### src/hdl/tcnbh_pkg.sv
// tcnbh_pkg: shared types, widths and register codes for the three channel
// nearest bin histogram. no dependencies.
package tcnbh_pkg;

  localparam int NUM_LANES     = 3;
  localparam int LANE_W        = 2;
  localparam int SAMPLE_W      = 16;
  localparam int NUM_W         = 17;
  localparam int STEP_W        = 15;
  localparam int BINS_CFG_W    = 11;
  localparam int FRAME_W       = 16;
  localparam int BIN_OUT_W     = 10;
  localparam int READ_COUNT_W  = 16;
  localparam int READ_CH_W     = 2;
  localparam int CFG_INDEX_W   = 2;
  localparam int CFG_DATA_W    = 16;

  localparam int MAX_BINS_DEF    = 1024;
  localparam int COUNT_WIDTH_DEF = 16;
  localparam int CHANNELS_DEF    = 3;

  localparam logic [CFG_INDEX_W-1:0] CFG_BIN_LOW     = 2'd0;
  localparam logic [CFG_INDEX_W-1:0] CFG_BIN_STEP    = 2'd1;
  localparam logic [CFG_INDEX_W-1:0] CFG_BINS_IN_USE = 2'd2;
  localparam logic [CFG_INDEX_W-1:0] CFG_FRAMES      = 2'd3;

  localparam logic KIND_ADD  = 1'b0;
  localparam logic KIND_READ = 1'b1;

  localparam logic signed [SAMPLE_W-1:0] BIN_LOW_RST     = -16'sd15139;
  localparam logic [STEP_W-1:0]          BIN_STEP_RST    = 15'd33;
  localparam logic [BINS_CFG_W-1:0]      BINS_IN_USE_RST = 11'd925;
  localparam logic [FRAME_W-1:0]         FRAMES_RST      = 16'd100;

  typedef struct packed {
    logic                       kind;
    logic signed [SAMPLE_W-1:0] sample_a;
    logic signed [SAMPLE_W-1:0] sample_b;
    logic signed [SAMPLE_W-1:0] sample_c;
    logic [READ_CH_W-1:0]       read_channel;
    logic [BIN_OUT_W-1:0]       read_bin;
  } in_beat_t;

  typedef struct packed {
    logic                    complete;
    logic [READ_COUNT_W-1:0] read_count;
    logic [BIN_OUT_W-1:0]    bin_a;
    logic [BIN_OUT_W-1:0]    bin_b;
    logic [BIN_OUT_W-1:0]    bin_c;
  } out_beat_t;

endpackage

### src/hdl/tcnbh_div.sv
// tcnbh_div: restoring divider, one quotient bit per cycle, all lanes in
// parallel over a shared divisor. depends on tcnbh_pkg.
module tcnbh_div (
  input  logic                              clk,
  input  logic                              rst_n,
  input  logic                              start,
  input  logic [tcnbh_pkg::NUM_W-1:0]       num_in [tcnbh_pkg::NUM_LANES],
  input  logic [tcnbh_pkg::STEP_W-1:0]      den_in,
  output logic                              done,
  output logic [tcnbh_pkg::NUM_W-1:0]       quot [tcnbh_pkg::NUM_LANES]
);

  localparam int NW    = tcnbh_pkg::NUM_W;
  localparam int SW    = tcnbh_pkg::STEP_W;
  localparam int L     = tcnbh_pkg::NUM_LANES;
  localparam int CNT_W = $clog2(NW);

  logic            busy_r;
  logic            done_r;
  logic [CNT_W-1:0] cnt_r;
  logic [SW-1:0]   den_r;
  logic [SW-1:0]   rem_r [L];
  logic [NW-1:0]   quo_r [L];
  logic [SW-1:0]   rem_nxt [L];
  logic [NW-1:0]   quo_nxt [L];

  always_comb begin
    logic [SW:0] trial;
    for (int i = 0; i < L; i++) begin
      trial = {rem_r[i], quo_r[i][NW-1]};
      if (trial >= {1'b0, den_r}) begin
        rem_nxt[i] = SW'(trial - {1'b0, den_r});
        quo_nxt[i] = {quo_r[i][NW-2:0], 1'b1};
      end else begin
        rem_nxt[i] = trial[SW-1:0];
        quo_nxt[i] = {quo_r[i][NW-2:0], 1'b0};
      end
    end
  end

  always_ff @(posedge clk) begin
    if (!rst_n) begin
      busy_r <= 1'b0;
      done_r <= 1'b0;
      cnt_r  <= '0;
    end else begin
      done_r <= 1'b0;
      if (start) begin
        busy_r <= 1'b1;
        cnt_r  <= '0;
      end else if (busy_r) begin
        if (cnt_r == CNT_W'(NW - 1)) begin
          busy_r <= 1'b0;
          done_r <= 1'b1;
        end else begin
          cnt_r <= cnt_r + 1'b1;
        end
      end
    end
  end

  always_ff @(posedge clk) begin
    if (start) begin
      den_r <= (den_in == '0) ? SW'(1) : den_in;
      for (int i = 0; i < L; i++) begin
        rem_r[i] <= '0;
        quo_r[i] <= num_in[i];
      end
    end else if (busy_r) begin
      for (int i = 0; i < L; i++) begin
        rem_r[i] <= rem_nxt[i];
        quo_r[i] <= quo_nxt[i];
      end
    end
  end

  assign done = done_r;
  assign quot = quo_r;

endmodule

### config.mk
export PLATFORM = sky130hd
export DESIGN_NAME = tcnbh_div
export DESIGN_NICKNAME = d
export VERILOG_FILES = /design/src/hdl/tcnbh_pkg.sv /design/src/hdl/tcnbh_div.sv
export SDC_FILE = /design/constraint.sdc
export NUM_CORES = 1
export LEC_CHECK = 0
export CORE_UTILIZATION = 46
export DETAILED_ROUTE_END_ITERATION = 16
export DONT_BUFFER_PORTS = 1
export GPL_ROUTABILITY_DRIVEN = 0
export PLACE_DENSITY = 0.59
export SLEW_MARGIN = 20
export SYNTH_ARGS = -nofsm -noshare
export SYNTH_HDL_FRONTEND = slang
export SYNTH_SLANG_ARGS = --single-unit
### constraint.sdc
create_clock -name clk -period 5.9 [get_ports clk]
set_input_delay 1.18 -clock clk [delete_from_list [all_inputs] [get_ports clk]]
set_output_delay 1.18 -clock clk [all_outputs]
set_load 0.1 [all_outputs]
==> impl_metrics.json, run 1 <==
{
  "final_cell_mix": "edfxtp_1, mux2_2, nor2_1",
  "drt_iter0_drc": 341,
  "path_cells": "inv_1 > ha_1 > fa_1 > nand2b_1 > a21oi_1 > o21ai_0 > a211oi_1 > o21ai_2 > nand2b_1 > o21ai_0",
  "slew_viol_final": 0,
  "grt_max_degree": 74,
  "avgViaCountPerCell": 5.79,
  "gr-total-overflow": 0,
  "cts_tree": "yes",
  "drv_cap": 0,
  "diodes": 0,
  "critPathTopFamily": "compound AO/OA/AOI/OAI gates",
  "synth_edf_count": 111,
  "rows": 45,
  "rr_worst_depth": 10,
  "die_area_um2": 16200,
  "max_stage_delay_ns": 0.98,
  "status": "completed",
  "max-clock-path-buffers": 2,
  "clk_pin_slew_worst_paths_ns": 0.06,
  "path_max_fanout": 21,
  "vias": 4994,
  "grt_pass1_vias": 5091,
  "ctsResizeCount": 0,
  "coreArea_um2": 15300,
  "period_minus_slack_ns": 3.78,
  "timing.fmax_mhz": 264,
  "r2r_slack_ns": 2.12,
  "final_common_cell": "edfxtp_1",
  "grt_usage_pct": 21.0,
  "worstPathArrival_ns": 4.02,
  "antenna_found_initial": 0,
  "hpwl_um": 11600,
  "layout_setup_ws_ns": 2.12,
  "synthCells": 650,
  "hold_depth": 2,
  "cp_slowest_cell": "edfxtp_1",
  "finalCoreUtilization_pct": 51.9,
  "ios": 121,
  "synth_nets": 769,
  "cts_max_level": 4,
  "synthFlopType": "edfxtp_1",
  "synth_seq_area_share_pct": 48.0,
  "cts_hold_buffers": 0,
  "rsz0062_at_grt": "no",
  "clk_latency_ns": 0.41,
  "avgSynthCellArea_um2": 11.1,
  "synth_seq_cells": 118,
  "nets": 759,
  "wl_per_cell_um": 18.8,
  "syn_area_um2": 7240,
  "p_leak_nw": 3.10,
  "port_buffers": 0,
  "holdWs_ns": 0.526,
  "clock-sinks": 118,
  "slew_headroom_pct": 33.1,
  "finalCritPeriodShare_pct": 64.1,
  "initial_utilization_pct": 47.4,
  "drt_first_pass_iters": 5,
  "crit_buf_inv": 1,
  "grt_pass1_wl_um": 26000,
  "finalPower_mw": 2.88,
  "min_path_type": "reg2reg",
  "hold_viol": 0,
  "fin_skew_ns": 0.0113,
  "end_kind": "flop",
  "path_class": "reg2reg",
  "areaGrowthSynthToFinish_pct": 9.39,
  "whs_endpoint": "cnt_r[4]$_SDFFE_PP0P_",
  "cts-root-buf": "clkbuf_16",
  "synth.distinct_cells": 61,
  "cts_buffers": 17,
  "cp-start-kind": "flop",
  "postCtsSetupBuffers": 0,
  "yosys_warnings": 0,
  "reg2reg_to": "rem_r[0][12]$_SDFFCE_PN0P_",
  "worst_pin_slew_ns": 1.00,
  "min_from": "cnt_r[4]$_SDFFE_PP0P_",
  "die_w_um": 127,
  "die_y_um": 127,
  "cp_data_required_time_ns": 6.14,
  "drc": 0,
  "pwr_density_cell_nw_per_um2": 363,
  "r2r_start": "quot[50]$_DFFE_PP_",
  "layout-drive-gt1-share_pct": 14.3,
  "dp_slack_ns": 2.09,
  "ant_nets": 0,
  "async_flop_share_pct": 0,
  "setup_viol": 0,
  "wl_um": 16200,
  "fin_tns_setup_ns": 0,
  "ir_worst_vdd_v": 0.000263
}
-- kinds of logic (layout without fill, tap and decap cells) --
family / after synthesis / in the layout / synth area share [%]
compound gates: 152 / 152 / 14.2
xor+xnor: 33 / 33 / 3.99
fa+ha+maj: 50 / 50 / 8.95
buf+inv: 63 / 65 / 3.68
flops: 118 / 118 / 48.0
mux: 67 / 67 / 10.1
simple gates: 167 / 167 / 11.0
-- synth_stat cells, types with 4 or more instances --
library cell	count	area share, %
edfxtp_1	111	46
mux2_2	49	7.6
nor2_1	49	2.5
ha_1	47	8.1
a21oi_1	43	3.0
nand2_1	39	2.0
inv_1	32	1.7
o21ai_0	30	2.1
nand3_1	22	1.5
clkbuf_1	19	0.99
mux2i_1	18	2.5
xor2_1	17	2.1
a21o_1	16	1.7
xnor2_1	16	1.9
a211oi_1	12	1.2
nand2b_1	12	1.0
nor3_1	12	0.83
o21a_1	10	1.0
nor2b_1	9	0.78
dfxtp_1	7	1.9
o31ai_1	6	0.62
buf_1	5	0.26
nand4_1	4	0.35
or3_1	4	0.35
-- where the power goes --
group / switching (mW) / internal, mW / leakage (nW)
combinational: 0.338 / 0.241 / 1.65
clock: 0.375 / 0.572 / 0.247
sequential: 0.330 / 1.02 / 1.20
total: 1.04 / 1.83 / 3.10
-- metal layers --
metal	wire length, µm	global-route usage [%]	vias to the layer above
li1	-	-	2406
met1	6950	25.7	2381
met2	7670	33.8	185
met3	1270	7.54	22
met4	306	8.19	0
met5	0	0	-
-- layout make-up --
class                           count  area, µm²
Multi-Input combinational cell    469       3500
Sequential cell                   118       3470
Timing Repair Buffer                2       15.0
Inverter                           32        120
Tap cell                          211        264
Clock inverter                     13        111
Fill cell                        1368       7340
Clock buffer                       18        429
-- stage by stage --
stage | area, µm² | cells
6_report | 7920 | 863
5_1_grt | 7920 | 863
4_1_cts | 7920 | 863
3_5_place_dp | 7380 | 832
3_3_place_gp | 7380 | 832
2_1_floorplan | 7240 | 650
-- worst max-delay path by stage --
stage	startpoint	slack, ns	endpoint	cells after the start
2_1_floorplan	start	2.44	quot[0]$_DFFE_PP_	3
3_3_place_gp	quot[50]$_DFFE_PP_	2.23	rem_r[0][13]$_SDFFCE_PN0P_	10
3_5_place_dp	quot[50]$_DFFE_PP_	2.09	rem_r[0][12]$_SDFFCE_PN0P_	10
4_1_cts	quot[50]$_DFFE_PP_	2.10	rem_r[0][12]$_SDFFCE_PN0P_	10
5_1_grt	quot[50]$_DFFE_PP_	1.75	rem_r[0][12]$_SDFFCE_PN0P_	10
6_report	quot[50]$_DFFE_PP_	2.12	rem_r[0][12]$_SDFFCE_PN0P_	10
-- worst register-to-register path, delay by kind of cell (launching register included) --
kind / cells / cell delay, ns
buf+inv: 1 / 0.16
simple gates: 2 / 0.49
compound gates: 5 / 1.30
flops: 1 / 0.98
fa+ha+maj: 2 / 0.69
-- flip-flops by register name, indices dropped and copies added (netlist names) --
signal,flops
rem_r,45
cnt_r,5
busy_r,1
quot,51
den_r,15
done,1
Note: power is estimated with default switching activity, not from simulation.
==> inputs of run 2 (changes only) <==
PLACE_DENSITY = 0.61   (was 0.59)
clock period = 3.36 ns   (was 5.9 ns; I/O delays follow)
==> run 2 against run 1 <==
  * Cell area increased by 1.2%
  * Global-route usage increased by 0.54 points
  * Sequential share of layout area decreased by 0.53 points
  * Via count increased by 2.4%
  * Sequential cell count unchanged
  * Clock-buffer cell count unchanged
  * Non-clock buffer count increased by 5
  * Critical path type unchanged
  * Largest power group unchanged
==> impl_metrics.json, run 2 (synthesized netlist as in run 1, its figures left out) <==
{
  "status": "completed",
  "cts_hold_buffers": 0,
  "r2r_slack_ns": 0.38,
  "clk_pin_slew_worst_paths_ns": 0.06,
  "worst_pin_slew_ns": 1.01,
  "max-clock-path-buffers": 2,
  "fin_skew_ns": 0.0117,
  "ios": 121,
  "drt_iter0_drc": 338,
  "grt_pass1_vias": 5187,
  "largest_reg_flops": 51,
  "rsz0062_at_grt": "no",
  "reg2reg_to": "rem_r[0][12]$_SDFFCE_PN0P_",
  "wl_per_cell_um": 19.3,
  "avgViaCountPerCell": 5.89,
  "ir_worst_vdd_v": 0.000464,
  "gr-total-overflow": 0,
  "drv_cap": 0,
  "drt_first_pass_iters": 5,
  "nets": 764,
  "die_area_um2": 16200,
  "worstPathArrival_ns": 3.23,
  "cp_data_required_time_ns": 3.61,
  "rows": 45,
  "die_y_um": 127,
  "p_leak_nw": 3.15,
  "ant_nets": 0,
  "end_kind": "flop",
  "fin_tns_setup_ns": 0,
  "antenna_found_initial": 0,
  "final_common_cell": "edfxtp_1",
  "slew_viol_final": 0,
  "areaGrowthSynthToFinish_pct": 10.7,
  "drc": 0,
  "layout-drive-gt1-share_pct": 15.1,
  "grt_usage_pct": 21.5,
  "wl_um": 16800,
  "cts_buffers": 17,
  "initial_utilization_pct": 47.4,
  "vias": 5114,
  "clk_latency_ns": 0.42,
  "postCtsSetupBuffers": 0,
  "holdWs_ns": 0.347,
  "cts-root-buf": "clkbuf_16",
  "slew_headroom_pct": 32.6,
  "timing.fmax_mhz": 336,
  "path_max_fanout": 21,
  "hpwl_um": 12000,
  "period_minus_slack_ns": 2.98,
  "cts_max_level": 4,
  "hold_viol": 0,
  "pwr_density_cell_nw_per_um2": 646,
  "grt_max_degree": 74,
  "grt_pass1_wl_um": 26400,
  "hold_depth": 0,
  "r2r_start": "den_r[0]$_SDFFCE_PN1P_",
  "coreArea_um2": 15300,
  "path_class": "reg2reg",
  "clock-sinks": 118,
  "whs_endpoint": "den_r[5]$_SDFFCE_PN0P_",
  "min_from": "den_in[5]",
  "min_path_type": "in2reg",
  "rr_worst_depth": 9,
  "setup_viol": 0,
  "port_buffers": 0,
  "diodes": 0,
  "die_w_um": 127,
  "finalCritPeriodShare_pct": 88.7,
  "final_cell_mix": "edfxtp_1, mux2_2, nor2_1",
  "cp-start-kind": "flop",
  "cts_tree": "yes"
}
## run 2: cell types whose count changed in the layout (fill, tap and decap cells not counted), sizes merged
cell	delta
inv	+1
bufinv	+1
buf	+5
clkinvlp	-1
clkinv	-1
## run 2: how the worst max path moves through the flow
stage	depth (start not counted)	endpoint	startpoint	slack, ns
floorplan	11	rem_r[0][13]$_SDFFCE_PN0P_	quot[50]$_DFFE_PP_	0.12
global placement	9	rem_r[0][11]$_SDFFCE_PN0P_	den_r[1]$_SDFFCE_PN0P_	0.38
detailed placement	9	rem_r[0][14]$_SDFFCE_PN0P_	den_r[0]$_SDFFCE_PN1P_	0.20
CTS	9	rem_r[0][12]$_SDFFCE_PN0P_	den_r[0]$_SDFFCE_PN1P_	0.22
global route	9	rem_r[0][11]$_SDFFCE_PN0P_	den_r[0]$_SDFFCE_PN1P_	0.12
finish	9	rem_r[0][12]$_SDFFCE_PN0P_	den_r[0]$_SDFFCE_PN1P_	0.38
## run 2: per-stage QoR
stage               cell area (µm²)  worst slack (ns)  total power, mW  utilization (%)  std cells
floorplan                      7240             0.116             3.20                -        650
global placement               7440             0.378             3.40             48.8        837
detailed placement             7440             0.201             3.43             48.8        837
CTS                            8000             0.219             5.21             52.4        868
global route                   8020             0.120             5.38             52.5        868
finish                         8020             0.380             5.18             52.5        868
## run 2: report_power, final
group          internal, mW  switching [mW]  total [mW]
Combinational         0.441           0.641        1.08
Sequential             1.79           0.550        2.34
Clock                  1.08           0.681        1.76
Total                  3.31            1.87        5.18
## run 2: layout make-up
class	count	area, µm²
Tap cell	211	264
Timing Repair Buffer	7	77.6
Fill cell	1334	7240
Clock inverter	13	134
Multi-Input combinational cell	469	3520
Clock buffer	18	429
Inverter	32	120
Sequential cell	118	3470
## run 2: timing repair
action	4_1_cts	5_1_grt
setup endpoints to repair	0	4
hold endpoints to repair	0	0
gates resized for setup	0	2
## run 2: worst max-delay path, stage by stage (launching register included)
cell	delay [ns]
edfxtp_1	0.43
ha_1	0.23
fa_1	0.41
nand2b_1	0.16
a21oi_1	0.27
o21ai_0	0.22
a211oi_2	0.32
o21ai_4	0.25
nand2b_1	0.29
o21ai_0	0.22
## run 2: routing by layer
metal | up-vias | global-route usage (%) | wire length (µm)
met1 | 2442 | 26.1 | 7040
li1 | 2416 | - | -
met3 | 28 | 6.57 | 1310
met4 | 0 | 10.8 | 472
met2 | 228 | 34.7 | 7950
met5 | - | 0 | 0
